==> src/rtl/rmq_pkg.sv <==
// Shared widths, types and constants for the rotation matrix to quaternion unit.
// No dependencies; every rtl file imports this package.
package rmq_pkg;

   // Number format
   localparam int FRAC_BITS = 16;
   localparam int FIELD_W   = 18;
   localparam int TOL_W     = 16;
   localparam int TOL_RESET = 7;

   // Radicand t (positive part) and the shifted radicand fed to the root
   localparam int T_W = ((FIELD_W > FRAC_BITS + 1) ? FIELD_W : FRAC_BITS + 1) + 2;
   localparam int N_W = T_W + FRAC_BITS - 2;
   // Half root width and root remainder width
   localparam int H_W = (N_W + 1) / 2;
   localparam int S_W = 2 * H_W + 1;

   // Quotient path: numerator is a sum of two entries
   localparam int D_W   = FIELD_W + 1;
   localparam int NUM_W = D_W + FRAC_BITS;
   localparam int DEN_W = H_W + 2;
   localparam int Q_W   = FIELD_W;
   localparam int R_W   = (NUM_W > DEN_W + Q_W - 1) ? NUM_W : DEN_W + Q_W - 1;
   localparam int MAX_W = (H_W > FIELD_W) ? H_W : FIELD_W;

   localparam logic signed [FIELD_W-1:0] FIELD_MAX = {1'b0, {(FIELD_W-1){1'b1}}};
   localparam logic signed [FIELD_W-1:0] FIELD_MIN = {1'b1, {(FIELD_W-1){1'b0}}};
   localparam logic signed [FIELD_W-1:0] W_IDENT =
      (FRAC_BITS >= FIELD_W - 1) ? FIELD_MAX : (FIELD_W'(1) << FRAC_BITS);
   localparam logic signed [T_W:0] ONE_T = (T_W + 1)'(1) << FRAC_BITS;

   // Which quaternion component carries the half root
   typedef enum logic [1:0] {
      COMP_X = 2'd0,
      COMP_Y = 2'd1,
      COMP_Z = 2'd2,
      COMP_W = 2'd3
   } comp_type;

   typedef logic signed [FIELD_W-1:0] ent_type;
   typedef logic signed [D_W-1:0]     num_type;

   // Front end result: radicand and the three quotient numerators
   typedef struct packed {
      logic                 deg;
      comp_type             root;
      logic signed [T_W:0]  t;
      num_type [2:0]        num;
   } front_type;

   // Context carried through the root pipeline
   typedef struct packed {
      logic          deg;
      comp_type      root;
      num_type [2:0] num;
   } ctx_type;

   // Per-slot quotient status out of the divider pipeline
   typedef struct packed {
      logic           ovf;
      logic           neg;
      logic [Q_W-1:0] quo;
   } quo_type;

   typedef struct packed {
      logic            deg;
      comp_type        root;
      logic            hzero;
      logic [H_W-1:0]  h;
      quo_type [2:0]   slot;
   } div_type;

endpackage

==> src/rtl/rmq_sqrt.sv <==
// Pipelined integer square root, one result bit per stage, giving the half root.
// Carries the item context alongside; depends on rmq_pkg.
module rmq_sqrt
   import rmq_pkg::*;
(
   input  logic           clock,
   input  logic           reset,
   input  logic           adv,
   input  logic           vld_i,
   input  front_type      fr_i,
   output logic           vld_o,
   output logic [H_W-1:0] h_o,
   output ctx_type        ctx_o
);

   logic [S_W-1:0] rem_ff  [H_W];
   logic [H_W-1:0] root_ff [H_W];
   ctx_type        ctx_ff  [H_W];
   logic           vld_ff  [H_W];

   logic [S_W-1:0] n_in;
   ctx_type        ctx_in;

   // Radicand scaled so the root lands at half scale; non-positive gives zero
   always_comb begin
      if (fr_i.t > 0) begin
         n_in = S_W'(fr_i.t[T_W-1:0]) << (FRAC_BITS - 2);
      end else begin
         n_in = '0;
      end
      ctx_in.deg  = fr_i.deg;
      ctx_in.root = fr_i.root;
      ctx_in.num  = fr_i.num;
   end

   for (genvar s = 0; s < H_W; s++) begin : g_stage
      localparam int B = H_W - 1 - s;
      logic [S_W-1:0] rem_prev;
      logic [S_W-1:0] trial;
      logic [H_W-1:0] root_prev;
      ctx_type        ctx_prev;
      logic           vld_prev;

      if (s == 0) begin : g_first
         assign rem_prev  = n_in;
         assign root_prev = '0;
         assign ctx_prev  = ctx_in;
         assign vld_prev  = vld_i;
      end else begin : g_next
         assign rem_prev  = rem_ff[s-1];
         assign root_prev = root_ff[s-1];
         assign ctx_prev  = ctx_ff[s-1];
         assign vld_prev  = vld_ff[s-1];
      end

      // (root + 2^B)^2 - root^2
      assign trial = (S_W'(root_prev) << (B + 1)) + (S_W'(1) << (2 * B));

      always_ff @(posedge clock) begin
         if (adv) begin
            if (rem_prev >= trial) begin
               rem_ff[s]  <= rem_prev - trial;
               root_ff[s] <= root_prev | (H_W'(1) << B);
            end else begin
               rem_ff[s]  <= rem_prev;
               root_ff[s] <= root_prev;
            end
            ctx_ff[s] <= ctx_prev;
         end
      end

      always_ff @(posedge clock) begin
         if (reset) begin
            vld_ff[s] <= 1'b0;
         end else if (adv) begin
            vld_ff[s] <= vld_prev;
         end
      end
   end

   assign vld_o = vld_ff[H_W-1];
   assign h_o   = root_ff[H_W-1];
   assign ctx_o = ctx_ff[H_W-1];

endmodule

==> config.mk <==
export PLATFORM = sky130hd
export DESIGN_NAME = rmq_sqrt
export DESIGN_NICKNAME = d
export VERILOG_FILES = /design/src/rtl/rmq_pkg.sv /design/src/rtl/rmq_sqrt.sv
export SDC_FILE = /design/constraint.sdc
export NUM_CORES = 1
export LEC_CHECK = 0
export ABC_AREA = 1
export BUFFER_PORTS_ARGS = -buffer_cell sky130_fd_sc_hd__buf_2
export CAP_MARGIN = 30
export CORE_AREA = 2 2 381 383
export CTS_CLUSTER_DIAMETER = 200
export CTS_CLUSTER_SIZE = 24
export DETAILED_ROUTE_END_ITERATION = 7
export DIE_AREA = 0 0 383 385
export SLEW_MARGIN = 25
export SYNTH_ARGS = -nofsm -noshare
export SYNTH_HDL_FRONTEND = slang
export SYNTH_SLANG_ARGS = --single-unit
export TNS_END_PERCENT = 30
==> constraint.sdc <==
create_clock -name clock -period 7.6 [get_ports clock]
set_clock_uncertainty 0.05 [all_clocks]
set_input_delay 1.14 -clock clock [delete_from_list [all_inputs] [get_ports clock]]
set_output_delay 1.14 -clock clock [all_outputs]
set_load 0.05 [all_outputs]
==> qor.yml <==
crit_end: "rem_ff[12][34]"
clkPwrFrac: 0.256
die_w_um: 383
rr_startpoint: "rem_ff[11][10]"
final_nets: 5438
drive_gt1_frac: 0.06714
slowest_delay_ns: 0.55
clock_path_buffers: 3
max_freq_mhz: 340.3
drtIter0Drc: 2309
place_inst: 7018
io_pins: 163
pwr-share-comb: 0.122
critPathBufInv: 2
crit_required_ns: 8.01
switching_share: 0.2552
area_growth_pct: 7.456
drt-pass1-iter-count: 6
avgSynthCellArea_um2: 12.69
ir_drop_v: 0.0001797
worst_setup_path_end_kind: "register"
design.core.area_um2: 143100
numCtsBuffers: 75
p_switching_mw: 4.364
setup_ws_ns: 4.661
reg2reg_depth: 11
num_antenna_cells: 0
status: "finished, final reports clean"
grt_pass1_wl_mm: 184.7
wirelength_mm: 118.0
synth_edf_count: 1562
clk_pin_slew_ns: 0.10
final_max_slew_viol_count: 0
ys_ff_latch: 1562
yosysWarnings: 0
placed_area_um2: 66710
synth_flop_cell: "edfxtp_1"
hold_violations: 0
tightest_slew_ns: 1.011
pwr_density_cell_nw_per_um2: 248.7
worstHoldStart: "ctx_ff[0][886]"
syn_area_um2: 64000
arrival_ns: 3.35
crit_path_start: "rem_ff[11][10]"
final_cells: 7101
wirelength_met1_mm: 52.28
critPathLaunchType: "register"
rrSetupSlack_ns: 4.66
critical-path-top-delay-family: "adder cells"
post-route-min-period_ns: 2.939
cp_max_fo: 4
cap_violations: 0
syn-num-nets: 5290
async_reset_ff_frac: 0
yosys.area.top_type: "edfxtp_1"
ctsResizeCount: 0
hold_buffers: 0
setup_tns_ns: 0
final_cell_mix: "1562 x edfxtp_1, 1101 x nand2_1, 731 x inv_1"
crit_chain: "ha_1 -> inv_1 -> fa_1 -> o21ai_0 -> nand3_1 -> nand2_1 -> nand2_1 -> nand3_1 -> nand2_1 -> nand2_1 -> inv_1"
initial_core_util: 0.4472
power.leakage_nw: 27.06
setup_violations: 0
grt_pass1_vias: 33370
cts.sinks: 1562
holdCritPathClass: "reg2reg"
portBuffers: 162
drt_drc_violations_left: 0
cts_setup_buffers: 0
rr_endpoint: "rem_ff[12][34]"
met2_length_mm: 59.19
hpwl_mm: 86.15
htreeDepth: 3
period_share: 0.3867
num_vias: 34260
die_area_um2: 147500
synth_top_area_share: 0.7329
final_common_cell: "edfxtp_1"
viasPerCell: 4.825
grt_antenna_before_repair: 6
rsz0062_at_grt: "no"
grt_max_degree: 189
pre_cts_ws_ns: 3.944
route.top_layer_used: "met5"
design_area_um2: 68770
synthTopCellsByArea: "edfxtp_1 73%, nand2_1 6.5%, inv_1 4.3%"
p_seq_frac: 0.622
dr_wl_met3_mm: 3.582
antenna_left: 0
clk_latency_ns: 0.72
critPathKind: "reg2reg"
cellInternalPower_mw: 12.74
netlist_instances: 5044
detail_route.wl_per_cell_um: 16.62
crit_top_cell: "nand2_1"
crit_slowest_cell: "o21ai_0"
overflow: 0
die_h_um: 385
cts_tree: "done"
yosysSeqAreaShare: 0.7329
yosysUniqueCellTypes: 50
rows: 139
path_depth: 11
cts_root_buf: "clkbuf_16"
slew_headroom: 0.3259
finalPower_mw: 17.10
track_usage: 0.1607
place.gp.congestion: 0.8885
[worst min-delay path by stage]
| stage | end | slack [ns] | cells past startpoint |
|---|---|---|---|
| 6_report | ctx_ff[0][946] | 0.36 | 0 |
| 5_1_grt | ctx_ff[0][826] | 0.37 | 0 |
| 4_1_cts | ctx_ff[0][677] | 0.36 | 0 |
| 3_5_place_dp | ctx_ff[0][1007] | 0.35 | 0 |
| 3_3_place_gp | ctx_ff[0][546] | 0.35 | 0 |
| 2_1_floorplan | ctx_ff[0][1000] | 0.35 | 0 |
[cells in the mapped netlist (all sizes together) (2+ instances only)]
cell type / n
or2: 9
nor4: 25
inv: 741
o21ai: 138
nor2: 424
xor2: 69
nand2: 1113
and3: 2
edfxtp: 1562
a31oi: 2
buf: 86
and2: 2
nand3: 252
nand4: 96
xnor2: 59
nor3: 67
o21bai: 7
a21oi: 157
nand3b: 25
a21boi: 5
a21o: 9
clkbuf: 23
ha: 155
fa: 6
nor3b: 3
[worst register-to-register path, stage by stage, from the launching register on]
cell and delay, ns:
edfxtp_1 0.46, ha_1 0.33, inv_1 0.09, fa_1 0.47, o21ai_0 0.55, nand3_1 0.13
nand2_1 0.21, nand2_1 0.10, nand3_1 0.09, nand2_1 0.09, nand2_1 0.07, inv_1 0.05
[per-stage QoR]
| stage | util | hold WS, ns |
|---|---|---|
| after floorplan | - | 0.3503 |
| after global placement | 0.4659 | 0.3503 |
| after detailed placement | 0.4661 | 0.3545 |
| after CTS | 0.4805 | 0.3593 |
| after global routing | 0.4805 | 0.3703 |
| final | 0.4805 | 0.3595 |
[routing by layer]
metal / track usage / vias up
met5: 0 / -
met4: 0.04331 / 6
met3: 0.02025 / 165
met2: 0.2822 / 517
met1: 0.2105 / 16240
li1: - / 17340
[registers in the layout, indices dropped and copies added (netlist names)]
signal	flops
rem_ff	372
root_ff	153
vld_ff	17
ctx_ff	1020
[power groups by stage]
| stage | Clock (mW) | Sequential (mW) | Combinational, mW |
|---|---|---|---|
| after floorplan | 0 | 10.7 | 1.50 |
| after global placement | 0 | 10.8 | 2.08 |
| after detailed placement | 0 | 10.9 | 2.09 |
| after CTS | 4.58 | 10.7 | 2.10 |
| final | 4.37 | 10.6 | 2.09 |
| after global routing | 4.84 | 10.7 | 2.39 |
[kinds of logic after synthesis]
logic type,after synthesis,synth area share
adders and majority gates,161,0.03218
DFF,1562,0.7329
and+or+nand+nor,2021,0.1349
xor gates and xnor gates,128,0.01752
AOI/OAI and AO/OA,321,0.02756
buffers and inverters,851,0.05493
[area by class of cell]
type | instances | area, um2
Clock inverter | 8 | 185.2
Fill cell | 12730 | 74360
Clock buffer | 75 | 1877
Multi-Input combinational cell | 2631 | 13580
Timing Repair Buffer | 180 | 1060
Tap cell | 1903 | 2381
Inverter | 742 | 2785
Sequential cell | 1562 | 46910
No activity file was read; power rests on OpenSTA's default activity.
