[src/rtl/rmq_pkg.sv]
// Shared widths, types and constants for the rotation matrix to quaternion unit.
// No dependencies; every rtl file imports this package.
package rmq_pkg;

   // Number format
   localparam int FRAC_BITS = 16;
   localparam int FIELD_W   = 18;
   localparam int TOL_W     = 16;
   localparam int TOL_RESET = 7;

   // Radicand t (positive part) and the shifted radicand fed to the root
   localparam int T_W = ((FIELD_W > FRAC_BITS + 1) ? FIELD_W : FRAC_BITS + 1) + 2;
   localparam int N_W = T_W + FRAC_BITS - 2;
   // Half root width and root remainder width
   localparam int H_W = (N_W + 1) / 2;
   localparam int S_W = 2 * H_W + 1;

   // Quotient path: numerator is a sum of two entries
   localparam int D_W   = FIELD_W + 1;
   localparam int NUM_W = D_W + FRAC_BITS;
   localparam int DEN_W = H_W + 2;
   localparam int Q_W   = FIELD_W;
   localparam int R_W   = (NUM_W > DEN_W + Q_W - 1) ? NUM_W : DEN_W + Q_W - 1;
   localparam int MAX_W = (H_W > FIELD_W) ? H_W : FIELD_W;

   localparam logic signed [FIELD_W-1:0] FIELD_MAX = {1'b0, {(FIELD_W-1){1'b1}}};
   localparam logic signed [FIELD_W-1:0] FIELD_MIN = {1'b1, {(FIELD_W-1){1'b0}}};
   localparam logic signed [FIELD_W-1:0] W_IDENT =
      (FRAC_BITS >= FIELD_W - 1) ? FIELD_MAX : (FIELD_W'(1) << FRAC_BITS);
   localparam logic signed [T_W:0] ONE_T = (T_W + 1)'(1) << FRAC_BITS;

   // Which quaternion component carries the half root
   typedef enum logic [1:0] {
      COMP_X = 2'd0,
      COMP_Y = 2'd1,
      COMP_Z = 2'd2,
      COMP_W = 2'd3
   } comp_type;

   typedef logic signed [FIELD_W-1:0] ent_type;
   typedef logic signed [D_W-1:0]     num_type;

   // Front end result: radicand and the three quotient numerators
   typedef struct packed {
      logic                 deg;
      comp_type             root;
      logic signed [T_W:0]  t;
      num_type [2:0]        num;
   } front_type;

   // Context carried through the root pipeline
   typedef struct packed {
      logic          deg;
      comp_type      root;
      num_type [2:0] num;
   } ctx_type;

   // Per-slot quotient status out of the divider pipeline
   typedef struct packed {
      logic           ovf;
      logic           neg;
      logic [Q_W-1:0] quo;
   } quo_type;

   typedef struct packed {
      logic            deg;
      comp_type        root;
      logic            hzero;
      logic [H_W-1:0]  h;
      quo_type [2:0]   slot;
   } div_type;

endpackage

[src/rtl/rmq_front.sv]
// Front end: zero-row test, trace sign, pivot choice, radicand and numerators.
// Two register stages; depends on rmq_pkg.
module rmq_front
   import rmq_pkg::*;
(
   input  logic             clock,
   input  logic             reset,
   input  logic             adv,
   input  logic             vld_in_i,
   input  ent_type          mat [9],
   input  logic [TOL_W-1:0] tol,
   output logic             vld_o,
   output front_type        fr_o
);

   logic              vld_a_ff;
   logic              deg_a_ff;
   logic              pos_a_ff;
   comp_type          piv_a_ff;
   ent_type           mat_a_ff [9];
   logic              vld_b_ff;
   front_type         fr_b_ff;

   logic [FIELD_W-1:0]       mag [9];
   logic [2:0]               row_zero;
   logic signed [FIELD_W+1:0] tr;
   logic                     deg_in;
   logic                     pos_in;
   comp_type                 piv_in;
   front_type                fr_in;

   // Stage A: row magnitudes, trace and pivot
   always_comb begin
      for (int e = 0; e < 9; e++) begin
         mag[e] = mat[e][FIELD_W-1] ? FIELD_W'(-mat[e]) : FIELD_W'(mat[e]);
      end
      for (int r = 0; r < 3; r++) begin
         row_zero[r] = (mag[3*r] <= FIELD_W'(tol)) && (mag[3*r+1] <= FIELD_W'(tol))
                       && (mag[3*r+2] <= FIELD_W'(tol));
      end
      deg_in = |row_zero;
      tr = (FIELD_W+2)'(mat[0]) + (FIELD_W+2)'(mat[4]) + (FIELD_W+2)'(mat[8]);
      pos_in = (tr > 0);
      piv_in = COMP_X;
      if (mat[4] > mat[0]) piv_in = COMP_Y;
      if (mat[8] > ((piv_in == COMP_Y) ? mat[4] : mat[0])) piv_in = COMP_Z;
   end

   always_ff @(posedge clock) begin
      if (reset) begin
         vld_a_ff <= 1'b0;
      end else if (adv) begin
         vld_a_ff <= vld_in_i;
      end
   end

   always_ff @(posedge clock) begin
      if (adv) begin
         deg_a_ff <= deg_in;
         pos_a_ff <= pos_in;
         piv_a_ff <= piv_in;
         mat_a_ff <= mat;
      end
   end

   // Stage B: radicand and numerators for the selected case
   always_comb begin
      fr_in.deg = deg_a_ff;
      if (pos_a_ff) begin
         fr_in.root   = COMP_W;
         fr_in.t      = (T_W+1)'(mat_a_ff[0]) + (T_W+1)'(mat_a_ff[4])
                        + (T_W+1)'(mat_a_ff[8]) + ONE_T;
         fr_in.num[0] = D_W'(mat_a_ff[5]) - D_W'(mat_a_ff[7]);
         fr_in.num[1] = D_W'(mat_a_ff[6]) - D_W'(mat_a_ff[2]);
         fr_in.num[2] = D_W'(mat_a_ff[1]) - D_W'(mat_a_ff[3]);
      end else begin
         case (piv_a_ff)
            COMP_Y: begin
               fr_in.root   = COMP_Y;
               fr_in.t      = (T_W+1)'(mat_a_ff[4]) - (T_W+1)'(mat_a_ff[8])
                              - (T_W+1)'(mat_a_ff[0]) + ONE_T;
               fr_in.num[0] = D_W'(mat_a_ff[6]) - D_W'(mat_a_ff[2]);
               fr_in.num[1] = D_W'(mat_a_ff[5]) + D_W'(mat_a_ff[7]);
               fr_in.num[2] = D_W'(mat_a_ff[3]) + D_W'(mat_a_ff[1]);
            end
            COMP_Z: begin
               fr_in.root   = COMP_Z;
               fr_in.t      = (T_W+1)'(mat_a_ff[8]) - (T_W+1)'(mat_a_ff[0])
                              - (T_W+1)'(mat_a_ff[4]) + ONE_T;
               fr_in.num[0] = D_W'(mat_a_ff[1]) - D_W'(mat_a_ff[3]);
               fr_in.num[1] = D_W'(mat_a_ff[6]) + D_W'(mat_a_ff[2]);
               fr_in.num[2] = D_W'(mat_a_ff[7]) + D_W'(mat_a_ff[5]);
            end
            default: begin
               fr_in.root   = COMP_X;
               fr_in.t      = (T_W+1)'(mat_a_ff[0]) - (T_W+1)'(mat_a_ff[4])
                              - (T_W+1)'(mat_a_ff[8]) + ONE_T;
               fr_in.num[0] = D_W'(mat_a_ff[5]) - D_W'(mat_a_ff[7]);
               fr_in.num[1] = D_W'(mat_a_ff[1]) + D_W'(mat_a_ff[3]);
               fr_in.num[2] = D_W'(mat_a_ff[2]) + D_W'(mat_a_ff[6]);
            end
         endcase
      end
   end

   always_ff @(posedge clock) begin
      if (reset) begin
         vld_b_ff <= 1'b0;
      end else if (adv) begin
         vld_b_ff <= vld_a_ff;
      end
   end

   always_ff @(posedge clock) begin
      if (adv) begin
         fr_b_ff <= fr_in;
      end
   end

   assign vld_o = vld_b_ff;
   assign fr_o  = fr_b_ff;

endmodule

[config.mk]
export PLATFORM = sky130hd
export DESIGN_NAME = rmq_front
export DESIGN_NICKNAME = d
export VERILOG_FILES = /design/src/rtl/rmq_pkg.sv /design/src/rtl/rmq_front.sv
export SDC_FILE = /design/constraint.sdc
export NUM_CORES = 1
export LEC_CHECK = 0
export BUFFER_PORTS_ARGS = -buffer_cell sky130_fd_sc_hd__buf_2
export CAP_MARGIN = 20
export CORE_ASPECT_RATIO = 2
export CORE_MARGIN = 8
export CORE_UTILIZATION = 30
export DETAILED_ROUTE_END_ITERATION = 12
export PLACE_DENSITY = 0.52
export RECOVER_POWER = 100
export SLEW_MARGIN = 15
export SYNTH_ARGS = -nofsm -noshare
export SYNTH_HDL_FRONTEND = slang
export SYNTH_SLANG_ARGS = --single-unit
[constraint.sdc]
create_clock -name clock -period 5.5 [get_ports clock]
set_clock_uncertainty 0.05 [all_clocks]
set_input_delay 1.1 -clock clock [delete_from_list [all_inputs] [get_ports clock]]
set_output_delay 1.1 -clock clock [all_outputs]
set_load 0.03 [all_outputs]
==> impl_metrics.env <==
export IMPL_status="finished, violations left"
export IMPL_violations="capacitance limit, slew limit"
export IMPL_maxCapViolCount=5
export IMPL_die_x_um=234
export IMPL_first_global_vias=25700
export IMPL_grt_setup_unrepaired="false"
export IMPL_wl_per_cell_um=25.4
export IMPL_clkTransAtPathRegs_ns=0.07
export IMPL_nFillCells=10200
export IMPL_max_stage_delay_ns=0.57
export IMPL_power_total_mw=10.7
export IMPL_cts_resized_gates=0
export IMPL_seqPwrFrac_pct=24.9
export IMPL_synth_edf_count=247
export IMPL_drive_above_1_share_pct=4.46
export IMPL_critPathMaxFanout=19
export IMPL_finalCritPeriodShare_pct=91.7
export IMPL_end_kind="register"
export IMPL_finalSetupTns_ns=0
export IMPL_seqCellArea_um2=7460
export IMPL_boundaryPins=264
export IMPL_cts_setup_buffers=0
export IMPL_worstSetupStartpointType="input port"
export IMPL_max_freq_mhz=198
export IMPL_die_area_um2=106000
export IMPL_initial_utilization_pct=30.2
export IMPL_syn_area_um2=28600
export IMPL_clk_path_buf_depth=3
export IMPL_die_y_um=453
export IMPL_cp_common_cell="a21o_1"
export IMPL_path_class="in2reg"
export IMPL_period_needed_ns=5.04
export IMPL_p_per_area_nw_per_um2=333
export IMPL_vias_per_cell=5.44
export IMPL_track_usage_pct=21.2
export IMPL_relSlewSlack_pct=-89.2
export IMPL_core_um2=94900
export IMPL_syn_avg_cell_area_um2=9.40
export IMPL_cts_htree_levels=1
export IMPL_final_cell_mix="462 x ha_1, 266 x inv_1, 257 x clkbuf_1"
export IMPL_vias=24700
export IMPL_cts_hold_buffers_added=0
export IMPL_hpwlAfterDp_um=95800
export IMPL_antenna_left=0
export IMPL_finalNonFillerCells=4546
export IMPL_arrival_ns=5.34
export IMPL_worstSkewPairLatency_ns=0.63
export IMPL_grt_overflow=0
export IMPL_synth_seq_area_share_pct=26.1
export IMPL_power_switching_mw=4.93
export IMPL_synth_warnings=0
export IMPL_swShare_pct=46.1
export IMPL_cts_tree="built"
export IMPL_routabilityCongestion=1.00
export IMPL_drcViolationCount=0
export IMPL_power_share_combinational_pct=55.6
export IMPL_p_clk_share_pct=19.4
export IMPL_r2r_slack_ns=0.68
export IMPL_area_growth_pct=12.3
export IMPL_cts_root_buf="clkbuf_16"
export IMPL_syn_inst=3044
export IMPL_dp_cells=4483
export IMPL_p_leak_nw=13.2
export IMPL_ys_ff_latch=249
export IMPL_async_reset_ff_share_pct=0
export IMPL_multiInputGateArea_um2=19800
export IMPL_cp_cell_sequence="clkbuf_1, inv_1, ha_1, a21o_1, a21o_1, a21oi_1, a21oi_1, a211oi_1, nor2_1, o21ai_2, clkbuf_2, mux2i_1, ha_1, a21o_1, a21o_1, a211oi_1, o21a_1, o21a_1, nor2_1, o22ai_1, a31oi_1"
export IMPL_grt_pass1_wl_um=165000
export IMPL_antenna_found_initial=18
export IMPL_crit_path_top_delay_cell="clkbuf_2"
export IMPL_nNetsFinal=4044
export IMPL_synth_cell_type_count=82
export IMPL_numCtsBuffers=29
export IMPL_slew_violations=286
export IMPL_layout_commonest_cell="ha_1"
export IMPL_worstMarginPinSlew_ns=2.84
export IMPL_grt_max_degree=98
export IMPL_io_buffers=263
export IMPL_min_path_type="reg2reg"
export IMPL_critPathRequiredTime_ns=5.79
export IMPL_synth_nets=3789
export IMPL_synthFlopType="edfxtp_1"
export IMPL_routed_wl_um=115000
export IMPL_ir_drop_v=0.000246
export IMPL_hold_viol=0
export IMPL_power_internal_mw=5.76
export IMPL_clock_sinks=249
export IMPL_drt_initial_drc_count=1378
export IMPL_rows=160
export IMPL_setup_violations_final=0
export IMPL_first_pass_iters=6
## stage by stage
| step | cell area, um^2 | setup WS (ns) | hold slack [ns] | util (%) |
|---|---|---|---|---|
| 6_report | 32100 | 0.457 | 0.386 | 33.9 |
| 2_1_floorplan | 28600 | 0.660 | 0.350 | - |
| 4_1_cts | 32600 | 0.678 | 0.390 | 34.3 |
| 3_5_place_dp | 31600 | 0.394 | 0.372 | 33.3 |
| 5_1_grt | 32100 | 0.315 | 0.387 | 33.9 |
| 3_3_place_gp | 31600 | 0.401 | 0.370 | 33.3 |
## kinds of logic after synthesis
family	share of synthesized area (%)
DFF	26.1
and+or+nand+nor	12.2
adders and majority gates	27.3
muxes	0.953
xor gates and xnor gates	8.14
buffers and inverters	4.88
AOI/OAI and AO/OA	20.5
## layer usage
layer | GRT usage, % | up-vias | part of all wire [%] | wire (um)
met5 | 0 | - | 0.045 | 52
li1 | - | 11800 | - | -
met4 | 14.1 | 8 | 7.4 | 8590
met3 | 2.99 | 274 | 4.4 | 5110
met1 | 20.6 | 12000 | 35 | 40000
met2 | 40.7 | 713 | 53 | 61600
## power by group through the flow
stage	Sequential, mW	Combinational [mW]	Clock (mW)
CTS	2.66	6.07	2.14
floorplan	3.03	3.64	0
global placement	2.70	6.02	0
global route	2.71	6.49	2.19
finish	2.67	5.95	2.08
detailed placement	2.71	6.03	0
## layout make-up
cell class,count,share of cell area [%]
Multi-Input combinational cell,2424,61.5
Sequential cell,249,23.2
Tap cell,1215,4.73
Timing Repair Buffer,322,4.27
Inverter,273,3.19
Clock buffer,30,2.27
Clock inverter,23,0.775
Antenna cell,10,0.0779
## worst max-delay path: cells and delay by family
family / cells / cell delay (ns)
muxes: 1 / 0.27
AOI/OAI and AO/OA: 13 / 2.30
buffers and inverters: 3 / 1.06
adders and majority gates: 2 / 0.48
and+or+nand+nor: 2 / 0.12
## synth_stat cells (6+ instances only)
cell	number	area, um^2
o31ai_1	53	398
inv_2	9	33.8
nand4_1	52	325
or3_1	34	213
o21ai_0	131	656
o21a_1	29	218
o211ai_1	14	105
mux2i_1	25	250
fa_1	101	2020
a22oi_1	6	45.0
o21bai_1	26	195
clkbuf_1	87	327
a21o_1	90	676
inv_1	264	991
a41oi_1	11	96.3
a21oi_1	191	956
o22ai_1	18	113
nor4_1	16	100
buf_1	9	33.8
nand3b_1	9	67.6
or2_2	6	37.5
nor3_1	60	300
nand2_1	152	571
xnor2_1	230	2010
nand2b_1	52	325
a311oi_1	6	52.6
edfxtp_1	247	7420
nor3b_1	9	67.6
o221ai_1	12	105
o41ai_1	15	131
or4_1	18	135
and4_1	7	61.3
o21ai_1	50	250
ha_1	462	5780
a211o_1	7	61.3
nor2_1	183	687
xor2_1	36	315
o211a_1	8	80.1
a2111oi_0	12	105
a211oi_1	52	390
nor2b_1	42	263
a221oi_1	54	473
a31oi_1	26	163
nand3_1	30	150
## flip-flops by register name (all words and copies together), names as in the netlist
register	cells
deg_a_ff	1
fr_o	81
mat_a_ff	162
piv_a_ff	2
pos_a_ff	1
vld_a_ff	1
vld_o	1
## path summary, 6_finish.rpt
kind | from | end | cells after the start
setup / recovery | mat[150] | piv_a_ff[1]$_SDFFCE_PN1P_ | 21
setup reg to reg | mat_a_ff[74]$_DFFE_PP_ | fr_o[73]$_DFFE_PP_ | 16
hold reg to reg | deg_a_ff$_DFFE_PP_ | fr_o[80]$_DFFE_PP_ | 0
hold / removal | deg_a_ff$_DFFE_PP_ | fr_o[80]$_DFFE_PP_ | 0
No activity file was read; power rests on OpenSTA's default activity.
